==> src/hdl/sha1hx_pkg.sv <==
// ----------------------------------------------------------------------------
// sha1hx_pkg: shared types and constants of the per-line SHA-1 hex hasher
// Payload structs, SHA-1 constants, controller command and status bundles.
// ----------------------------------------------------------------------------
`default_nettype none
package sha1hx_pkg;

   typedef struct packed {
      logic [7:0] data_byte;
      logic       end_of_input;
   } req_type;

   typedef struct packed {
      logic [7:0] out_byte;
      logic       last_of_run;
   } rsp_type;

   localparam logic [7:0] NEWLINE_CODE = 8'd10;
   localparam logic [7:0] RETURN_CODE  = 8'd13;
   localparam logic [7:0] PAD_CODE     = 8'h80;

   localparam logic [31:0] H0 = 32'h67452301;
   localparam logic [31:0] H1 = 32'hEFCDAB89;
   localparam logic [31:0] H2 = 32'h98BADCFE;
   localparam logic [31:0] H3 = 32'h10325476;
   localparam logic [31:0] H4 = 32'hC3D2E1F0;

   // Block positions and digit slots
   localparam logic [5:0] BLOCK_LAST = 6'd63;  // last byte of a block
   localparam logic [5:0] DATA_LAST  = 6'd55;  // last byte before the length field
   localparam logic [5:0] LAST_DIGIT = 6'd39;  // final hex digit of a digest
   localparam logic [5:0] NL_SLOT    = 6'd40;  // slot of the trailing newline

   // Buffer write source
   typedef enum logic [1:0] {
      WSRC_BYTE,
      WSRC_RETURN,
      WSRC_PAD,
      WSRC_ZERO
   } wsrc_type;

   // Commands from controller to datapath
   typedef struct packed {
      logic       buf_wr;      // write one byte into the block buffer
      wsrc_type   wsrc;
      logic       len_inc;     // advance the line length by one byte
      logic       len_wr;      // write the length bytes instead of wsrc
      logic       start_comp;  // start a compression run
      logic       line_init;   // reset chain, length and write position
      logic [5:0] digit_idx;   // digit selected for output (0..39)
   } cmd_type;

   // Status from datapath to controller
   typedef struct packed {
      logic [5:0] fill_idx;    // next byte position in the block
      logic       comp_busy;
   } sts_type;

   function automatic logic [7:0] hex_char(input logic [3:0] v);
      logic [7:0] r;
      if (v < 4'd10) r = 8'h30 + {4'd0, v};
      else           r = 8'h37 + {4'd0, v};
      return r;
   endfunction

endpackage
`default_nettype wire

==> src/hdl/per_line_sha1_hex_hasher.sv <==
// Sequence: a byte is accepted and then written into the buffer, after a held return
// if any; a byte that fills a block adds a compression (80 rounds, chain update, exit).
// Line end: padding writes one byte per cycle to the block end, pausing for each
// compression (an extra block when the pad byte lands past byte 55), then the last
// compression runs, then 40 or 41 output transfers, one per cycle while rsp_ready is high.
// Reset: synchronous; clears state, length and chain to the SHA-1 initial values.
// ----------------------------------------------------------------------------
// per_line_sha1_hex_hasher: SHA-1 digest of each text line as uppercase hex
// Controller sequences byte absorb, padding and output; datapath hashes.
// ----------------------------------------------------------------------------
`default_nettype none
module per_line_sha1_hex_hasher
   import sha1hx_pkg::*;
(
   input  wire logic    clock,
   input  wire logic    reset,
   input  wire logic    req_valid,
   output logic         req_ready,
   input  wire req_type req_data,
   output logic         rsp_valid,
   input  wire logic    rsp_ready,
   output rsp_type      rsp_data
);

   cmd_type    cmd;
   sts_type    sts;
   logic [3:0] digit;
   logic [7:0] byte_q;

   sha1hx_control u_control (
      .clock, .reset, .req_valid, .req_ready, .req_data,
      .rsp_valid, .rsp_ready, .rsp_data, .cmd, .sts, .digit,
      .byte_out(byte_q)
   );

   sha1hx_datapath u_datapath (
      .clock, .reset, .in_byte(byte_q), .cmd, .sts, .digit
   );

endmodule
`default_nettype wire

==> src/hdl/sha1hx_datapath.sv <==
// ----------------------------------------------------------------------------
// sha1hx_datapath: block buffer, length counter and SHA-1 round engine
// One round per cycle; a compression runs 80 rounds and then one chain update.
// ----------------------------------------------------------------------------
`default_nettype none
module sha1hx_datapath
   import sha1hx_pkg::*;
(
   input  wire logic       clock,
   input  wire logic       reset,
   input  wire logic [7:0] in_byte,
   input  wire cmd_type    cmd,
   output sts_type         sts,
   output logic [3:0]      digit
);

   logic [63:0] len_ff;
   logic [5:0]  ptr_ff;
   logic [31:0] h_ff [5];
   logic [31:0] a_ff, b_ff, c_ff, d_ff, e_ff;
   logic [31:0] w_ff [16];
   logic [6:0]  t_ff;
   logic        busy_ff;
   logic        done_ff;
   logic [7:0]  wr_data;
   logic [31:0] w_mix, w_new, f, k, tmp;
   logic [2:0]  word_sel;
   logic [31:0] dw;

   // Select the byte written into the buffer
   always_comb begin
      case (cmd.wsrc)
         WSRC_BYTE:   wr_data = in_byte;
         WSRC_RETURN: wr_data = RETURN_CODE;
         WSRC_PAD:    wr_data = PAD_CODE;
         default:     wr_data = 8'd0;
      endcase
      if (cmd.len_wr) wr_data = len_ff[{~ptr_ff[2:0], 3'b000} +: 8];
   end

   // Round logic; the 16 words hold the block and then the message schedule
   assign w_mix = w_ff[t_ff[3:0] + 4'd13] ^ w_ff[t_ff[3:0] + 4'd8]
                ^ w_ff[t_ff[3:0] + 4'd2] ^ w_ff[t_ff[3:0]];
   assign w_new = (t_ff < 7'd16) ? w_ff[t_ff[3:0]] : {w_mix[30:0], w_mix[31]};
   always_comb begin
      if (t_ff < 7'd20) begin
         f = (b_ff & c_ff) | (~b_ff & d_ff); k = 32'h5A827999;
      end else if (t_ff < 7'd40) begin
         f = b_ff ^ c_ff ^ d_ff; k = 32'h6ED9EBA1;
      end else if (t_ff < 7'd60) begin
         f = (b_ff & c_ff) | (b_ff & d_ff) | (c_ff & d_ff); k = 32'h8F1BBCDC;
      end else begin
         f = b_ff ^ c_ff ^ d_ff; k = 32'hCA62C1D6;
      end
   end
   assign tmp = {a_ff[26:0], a_ff[31:27]} + f + e_ff + k + w_new;

   always_ff @(posedge clock) begin
      if (reset) begin
         len_ff <= '0; ptr_ff <= '0; busy_ff <= 1'b0; done_ff <= 1'b0; t_ff <= '0;
         h_ff[0] <= H0; h_ff[1] <= H1; h_ff[2] <= H2; h_ff[3] <= H3; h_ff[4] <= H4;
      end else begin
         done_ff <= 1'b0;
         // Line length and write position
         if (cmd.line_init) begin
            len_ff <= '0; ptr_ff <= '0;
         end else begin
            if (cmd.len_inc) len_ff <= len_ff + 64'd8;
            if (cmd.buf_wr)  ptr_ff <= ptr_ff + 6'd1;
         end
         // Chain: restart per line, accumulate after each compression
         if (cmd.line_init) begin
            h_ff[0] <= H0; h_ff[1] <= H1; h_ff[2] <= H2; h_ff[3] <= H3; h_ff[4] <= H4;
         end else if (done_ff) begin
            h_ff[0] <= h_ff[0] + a_ff; h_ff[1] <= h_ff[1] + b_ff;
            h_ff[2] <= h_ff[2] + c_ff; h_ff[3] <= h_ff[3] + d_ff;
            h_ff[4] <= h_ff[4] + e_ff;
         end
         // Round engine
         if (cmd.start_comp) begin
            busy_ff <= 1'b1; t_ff <= '0;
            a_ff <= h_ff[0]; b_ff <= h_ff[1]; c_ff <= h_ff[2];
            d_ff <= h_ff[3]; e_ff <= h_ff[4];
         end else if (busy_ff) begin
            a_ff <= tmp; b_ff <= a_ff; c_ff <= {b_ff[1:0], b_ff[31:2]};
            d_ff <= c_ff; e_ff <= d_ff;
            t_ff <= t_ff + 7'd1;
            if (t_ff == 7'd79) begin
               busy_ff <= 1'b0; done_ff <= 1'b1;
            end
         end
         // Block words: byte writes while idle, schedule writes while running
         if (busy_ff) w_ff[t_ff[3:0]] <= w_new;
         else if (cmd.buf_wr) w_ff[ptr_ff[5:2]][{~ptr_ff[1:0], 3'b000} +: 8] <= wr_data;
      end
   end

   // Output digit selection
   assign word_sel = (cmd.digit_idx[5:3] > 3'd4) ? 3'd4 : cmd.digit_idx[5:3];
   assign dw       = h_ff[word_sel];
   assign digit    = dw[{~cmd.digit_idx[2:0], 2'b00} +: 4];

   assign sts.fill_idx  = ptr_ff;
   assign sts.comp_busy = busy_ff || done_ff;

endmodule
`default_nettype wire

==> src/hdl/sha1hx_control.sv <==
// ----------------------------------------------------------------------------
// sha1hx_control: sequencer for absorb, padding and hex output
// Takes one input byte, drives buffer writes, padding and digit emission.
// ----------------------------------------------------------------------------
`default_nettype none
module sha1hx_control
   import sha1hx_pkg::*;
(
   input  wire logic    clock,
   input  wire logic    reset,
   input  wire logic    req_valid,
   output logic         req_ready,
   input  wire req_type req_data,
   output logic         rsp_valid,
   input  wire logic    rsp_ready,
   output rsp_type      rsp_data,
   output cmd_type      cmd,
   input  wire sts_type sts,
   input  wire logic [3:0] digit,
   output logic [7:0]   byte_out
);

   typedef enum logic [3:0] {
      S_IDLE, S_RET, S_BYTE, S_WAITC, S_PAD, S_ZERO, S_LEN, S_OUT
   } state_type;

   state_type   state_ff;
   state_type   after_ff;
   logic [7:0]  byte_ff;
   logic        eoi_ff, nl_ff, pend_ff;
   logic [5:0]  didx_ff;

   assign req_ready = (state_ff == S_IDLE);
   assign byte_out  = byte_ff;

   // Result: digits, then the newline when the line ended with one
   always_comb begin
      rsp_valid = (state_ff == S_OUT);
      rsp_data.out_byte = (didx_ff == NL_SLOT) ? NEWLINE_CODE : hex_char(digit);
      rsp_data.last_of_run = (didx_ff == NL_SLOT) || (didx_ff == LAST_DIGIT && !nl_ff);
   end

   // Datapath commands
   always_comb begin
      cmd = '0;
      cmd.digit_idx = didx_ff;
      case (state_ff)
         S_RET: begin
            cmd.buf_wr = 1'b1; cmd.wsrc = WSRC_RETURN;
            cmd.len_inc = 1'b1; cmd.start_comp = (sts.fill_idx == BLOCK_LAST);
         end
         S_BYTE: if (byte_ff != RETURN_CODE) begin
            cmd.buf_wr = 1'b1; cmd.wsrc = WSRC_BYTE;
            cmd.len_inc = 1'b1; cmd.start_comp = (sts.fill_idx == BLOCK_LAST);
         end
         S_PAD: begin
            cmd.buf_wr = 1'b1; cmd.wsrc = WSRC_PAD;
            cmd.start_comp = (sts.fill_idx == BLOCK_LAST);
         end
         S_ZERO: begin
            cmd.buf_wr = 1'b1; cmd.wsrc = WSRC_ZERO;
            cmd.start_comp = (sts.fill_idx == BLOCK_LAST);
         end
         S_LEN: begin
            cmd.buf_wr = 1'b1; cmd.len_wr = 1'b1;
            cmd.start_comp = (sts.fill_idx == BLOCK_LAST);
         end
         S_OUT: cmd.line_init = rsp_ready && rsp_data.last_of_run;
         default: ;
      endcase
   end

   always_ff @(posedge clock) begin
      if (reset) begin
         state_ff <= S_IDLE; after_ff <= S_IDLE; byte_ff <= '0;
         eoi_ff <= 1'b0; nl_ff <= 1'b0; pend_ff <= 1'b0; didx_ff <= '0;
      end else begin
         case (state_ff)
            // Take a byte; a newline drops any held return and ends the line
            S_IDLE: if (req_valid) begin
               byte_ff <= req_data.data_byte;
               eoi_ff  <= req_data.end_of_input;
               if (req_data.data_byte == NEWLINE_CODE) begin
                  pend_ff <= 1'b0; nl_ff <= 1'b1; state_ff <= S_PAD;
               end else if (pend_ff) begin
                  pend_ff <= 1'b0; state_ff <= S_RET;
               end else begin
                  state_ff <= S_BYTE;
               end
            end
            // Write the held return, then the byte itself
            S_RET: begin
               after_ff <= S_BYTE;
               state_ff <= (sts.fill_idx == BLOCK_LAST) ? S_WAITC : S_BYTE;
            end
            // Absorb the byte, or hold a return until the next byte
            S_BYTE: begin
               pend_ff  <= (byte_ff == RETURN_CODE) && !eoi_ff;
               nl_ff    <= 1'b0;
               after_ff <= eoi_ff ? S_PAD : S_IDLE;
               if (byte_ff != RETURN_CODE && sts.fill_idx == BLOCK_LAST) state_ff <= S_WAITC;
               else state_ff <= eoi_ff ? S_PAD : S_IDLE;
            end
            S_WAITC: if (!sts.comp_busy) state_ff <= after_ff;
            S_PAD: begin
               if (sts.fill_idx == BLOCK_LAST) begin
                  after_ff <= S_ZERO; state_ff <= S_WAITC;
               end else if (sts.fill_idx == DATA_LAST) state_ff <= S_LEN;
               else state_ff <= S_ZERO;
            end
            S_ZERO: begin
               if (sts.fill_idx == BLOCK_LAST) begin
                  after_ff <= S_ZERO; state_ff <= S_WAITC;
               end else if (sts.fill_idx == DATA_LAST) state_ff <= S_LEN;
            end
            S_LEN: if (sts.fill_idx == BLOCK_LAST) begin
               after_ff <= S_OUT; didx_ff <= '0; state_ff <= S_WAITC;
            end
            // Advance one digit per transfer
            S_OUT: if (rsp_ready) begin
               if (rsp_data.last_of_run) begin
                  didx_ff <= '0; state_ff <= S_IDLE;
               end else didx_ff <= didx_ff + 6'd1;
            end
            default: state_ff <= S_IDLE;
         endcase
      end
   end

endmodule
`default_nettype wire

==> config.mk <==
export PLATFORM = sky130hd
export DESIGN_NAME = per_line_sha1_hex_hasher
export DESIGN_NICKNAME = d
export VERILOG_FILES = /design/src/hdl/sha1hx_pkg.sv /design/src/hdl/per_line_sha1_hex_hasher.sv /design/src/hdl/sha1hx_datapath.sv /design/src/hdl/sha1hx_control.sv
export SDC_FILE = /design/constraint.sdc
export NUM_CORES = 2
export LEC_CHECK = 0
export BUFFER_PORTS_ARGS = -buffer_cell sky130_fd_sc_hd__buf_4
export CORE_MARGIN = 2
export CORE_UTILIZATION = 25
export DETAILED_ROUTE_END_ITERATION = 16
export GPL_ROUTABILITY_DRIVEN = 0
export SYNTH_ARGS = -nofsm -noshare
export SYNTH_HDL_FRONTEND = slang
export SYNTH_SLANG_ARGS = --single-unit
==> constraint.sdc <==
create_clock -name clock -period 28.2 [get_ports clock]
set_clock_uncertainty 0.05 [all_clocks]
set_input_delay 1.41 -clock clock [delete_from_list [all_inputs] [get_ports clock]]
set_output_delay 1.41 -clock clock [all_outputs]
set_load 0.02 [all_outputs]
==> results_dict.tcl <==
set metrics [dict create \
    cts_post_setup_buffers_inserted 0 \
    crit_required_ns 28.74 \
    power_density_cells_nw_per_um2 43.91 \
    path_buf_inv 4 \
    setup_violations_final 0 \
    floorplan.initialDensity_pct 25.10 \
    numPortBuffers 22 \
    final_design_instance_area_without_fill_um2 72190 \
    finalCritPeriodShare_pct 33.96 \
    vias_per_cell 5.359 \
    synth-seq-area-share_pct 42.01 \
    post_drt_wl_per_cell_um 22.95 \
    dieWidth_um 511.5 \
    finalWirelength_mm 195.4 \
    yosysWarnings 0 \
    critical-path-top-delay-family "compound AO/OA/AOI/OAI gates" \
    drcViolationCount 0 \
    cts_root_buffer "clkbuf_16" \
    reg_power_share_pct 48.7 \
    grt_setup_unrepaired "false" \
    largest_net_degree_at_the_start_of_global_routing 161 \
    antenna_found_initial 1 \
    cts-root-to-sink-buffers 3 \
    maximum_single_stage_delay_on_the_critical_path_ns 0.88 \
    placementRows 186 \
    synthesis.area_per_instance_um2 12.68 \
    design.die.area_um2 261600 \
    sw_frac_of_total_pct 24.03 \
    async_reset_ff_share_pct 0 \
    slew_viol_final 0 \
    worstPathCellList "ha_4, buf_4, buf_4, mux4_2, mux4_2, xor2_1, xnor2_1, o21ai_0, fa_1, fa_1, inv_1, fa_1, inv_1, ha_1, a21o_1, a21o_1, a21oi_1, o21ai_0, nand4_1, a41oi_1, a41oi_1, a21oi_1, or4b_1, nand3_1" \
    placed_cell_area_um2 68680 \
    hp-class "reg2reg" \
    vdd.ir_drop.worst_mv 0.04939 \
    nets_finish 5411 \
    ant_nets 0 \
    cts_hold_buffers 0 \
    worst_path_max_delay_cell "dfxtp_4" \
    timing.critical_path.mode_cell "fa_1" \
    critical_path_depth 24 \
    clock_group_share_of_total_power_pct 44.9 \
    outcome "complete, no violations" \
    total_leakage_power_nw 23.59 \
    syn_nets 5444 \
    clock_network_latency_to_the_later_pin_of_the_worst_skew_pair_ns 0.76 \
    end_kind "flip-flop" \
    vias 45640 \
    cts_tree "built" \
    drt_pass1_iterations 6 \
    crit_fanout 51 \
    cts.sinks 935 \
    maxCapViolations 0 \
    synth_cell_types 89 \
    worstMarginPinSlew_ns 1.451 \
    synthesized_area_um2 64380 \
    grt_pass1_vias 44510 \
    cts_made_buffers 104 \
    gr-usage-all-layers_pct 14.54 \
    worst_r2r_path_depth 24 \
    worst_slew_margin_rel_pct 3.254 \
    grt_pass1_wl_mm 291.7 \
    number_of_h_tree_branching_levels 3 \
    postSynth.topFlopCell "edfxtp_1" \
    core_area_um2 256500 \
    hold_viol_final 0 \
    io_pins 24 \
    p_int_w 0.002408 \
    worstPathArrival_ns 10.11 \
    synth-edff-count 832 \
    die_y_um 511.5 \
    ys_ff_latch 935 \
    min_path_cells 2 \
    p_comb_share_pct 6.4 \
    clk_transition_reported_paths_ns 0.06 \
    grt_remaining_overflow 0 \
    dp_hpwl_mm 133.3 \
    totalNegativeSetupSlack_ns 0 \
    drt_iter0_markers 5796 \
    final_layout_size_suffix_gt1_share_pct 20.48 \
    syn_inst_count 5077 \
    p_switching_w 0.0007617 \
    clock.fmax_mhz 104.4 \
    areaGrowthSynthToFinish_pct 12.13 \
    critPathLaunchType "flip-flop" \
    crit_type "reg2reg" \
    minimum_clock_period_after_layout_ns 9.577 \
    fin_worst_hold_slack_ns 0.4294 \
    cts_repair_resize_count 0 \
]
## layout make-up
class,count,area (um^2)
Tap cell,3384,4234
Sequential cell,935,27070
Multi-Input combinational cell,3602,35220
Timing Repair Buffer,159,1244
Inverter,242,908.4
Clock buffer,128,2744
Antenna cell,1,2.502
Fill cell,26030,184300
Clock inverter,65,768.2
## power by group through the flow
stage / Clock [W] / Combinational, W / Sequential (W)
CTS: 0.00144 / 0.000202 / 0.00154
floorplan: 0 / 0.000140 / 0.00157
finish: 0.00142 / 0.000203 / 0.00154
global route: 0.00149 / 0.000224 / 0.00154
global placement: 0 / 0.000197 / 0.00157
detailed placement: 0 / 0.000201 / 0.00157
## sequential cells by signal, indices dropped and copies added, names as in the netlist, named ones only
| register | cells |
|---|---|
| u_control.state_ff | 3 |
| u_datapath.d_ff | 32 |
| u_datapath.w_ff | 512 |
| u_control.nl_ff | 1 |
| u_datapath.h_ff | 160 |
| u_control.byte_out | 8 |
| u_datapath.b_ff | 32 |
| u_datapath.t_ff | 7 |
| u_datapath.e_ff | 32 |
| u_control.didx_ff | 6 |
| u_datapath.busy_ff | 1 |
| u_control.after_ff | 3 |
| u_datapath.c_ff | 32 |
| u_datapath.a_ff | 32 |
| u_control.pend_ff | 1 |
| u_datapath.ptr_ff | 6 |
| u_control.eoi_ff | 1 |
| u_datapath.done_ff | 1 |
| u_datapath.len_ff | 61 |
## per-stage QoR
| stage | cells | util [%] | setup slack (ns) | total power, W |
|---|---|---|---|---|
| global placement | 8322 | 26.78 | 18.92 | 0.001769 |
| detailed placement | 8322 | 26.78 | 18.82 | 0.001773 |
| finish | 8516 | 28.15 | 18.62 | 0.003170 |
| floorplan | 5077 | - | 17.92 | 0.001707 |
| CTS | 8515 | 28.15 | 18.77 | 0.003187 |
| global route | 8516 | 28.15 | 18.17 | 0.003261 |
## worst register-to-register path, cell delays in order, from the launching register on
cell	delay (ns)
dfxtp_4	0.88
ha_4	0.60
buf_4	0.79
buf_4	0.95
mux4_2	0.44
mux4_2	0.46
xor2_1	0.18
xnor2_1	0.12
o21ai_0	0.79
fa_1	0.56
fa_1	0.49
inv_1	0.05
fa_1	0.48
inv_1	0.04
ha_1	0.22
a21o_1	0.21
a21o_1	0.18
a21oi_1	0.13
o21ai_0	0.20
nand4_1	0.15
a41oi_1	0.29
a41oi_1	0.44
a21oi_1	0.14
or4b_1	0.49
nand3_1	0.08
## cells in the mapped netlist (all sizes together), types with 13 or more instances
cell type | count | area, um^2
o21a | 28 | 210.2
fa | 124 | 2482
nand3 | 71 | 360.3
mux2i | 54 | 540.5
a21oi | 233 | 1166
o221ai | 49 | 429.2
and2 | 21 | 131.4
o32ai | 14 | 122.6
dfxtp | 103 | 2062
a31oi | 22 | 143.9
xor2 | 178 | 1559
or3 | 29 | 181.4
nor2 | 395 | 1483
nand4 | 31 | 193.9
ha | 230 | 2878
nor3b | 13 | 97.59
edfxtp | 832 | 24980
and3 | 36 | 225.2
nand2b | 30 | 195.2
mux4 | 672 | 15130
inv | 241 | 904.6
xnor2 | 122 | 1069
a21o | 68 | 510.5
or2 | 15 | 93.84
o211ai | 13 | 102.6
clkbuf | 141 | 529.3
o21ai | 256 | 1285
a211oi | 27 | 202.7
nor3 | 44 | 220.2
o22ai | 18 | 112.6
buf | 157 | 790.8
nand2 | 596 | 2237
nor2b | 53 | 331.6
## logic make-up (layout without fill, tap and decap cells)
family / count (synthesis) / in the layout / share of synthesized area (%)
xor gates and xnor gates: 300 / 300 / 4.081
adders and majority gates: 354 / 354 / 8.326
DFF: 935 / 935 / 42.01
and+or+nand+nor: 1387 / 1387 / 9.620
AOI/OAI and AO/OA: 832 / 832 / 8.116
buffers and inverters: 540 / 594 / 3.461
muxes: 728 / 728 / 24.38
other: 1 / 2 / 0.005825
## worst paths after layout
check,to,slack [ns],startpoint
min reg2reg,u_control.byte_out[4],0.43,u_control.byte_out[4]
max,u_datapath.a_ff[30],18.62,u_datapath.t_ff[1]
min,u_control.byte_out[4],0.43,u_control.byte_out[4]
max reg2reg,u_datapath.a_ff[30],18.62,u_datapath.t_ff[1]
## cells in the final DEF (no fill, tap or decap), types with 105 or more instances in the layout
cell type,synthesis,routed
nand2_1,596,594
a21oi_1,233,232
nor2_1,395,394
xor2_1,178,177
edfxtp_1,832,832
xnor2_1,122,120
mux4_2,672,672
o21ai_0,248,239
fa_1,124,124
buf_4,4,155
clkbuf_16,0,105
inv_1,239,239
ha_1,230,228
## layer usage
layer  wire length [um]  GRT usage (%)  vias to the layer above
met1              77110          18.91                    23350
met3              17810          3.064                      408
met2              92750          23.73                     2382
met4               7767          5.426                        0
li1                   -              -                    19500
met5                  0              0                        -
No activity file was read; power rests on OpenSTA's default activity.
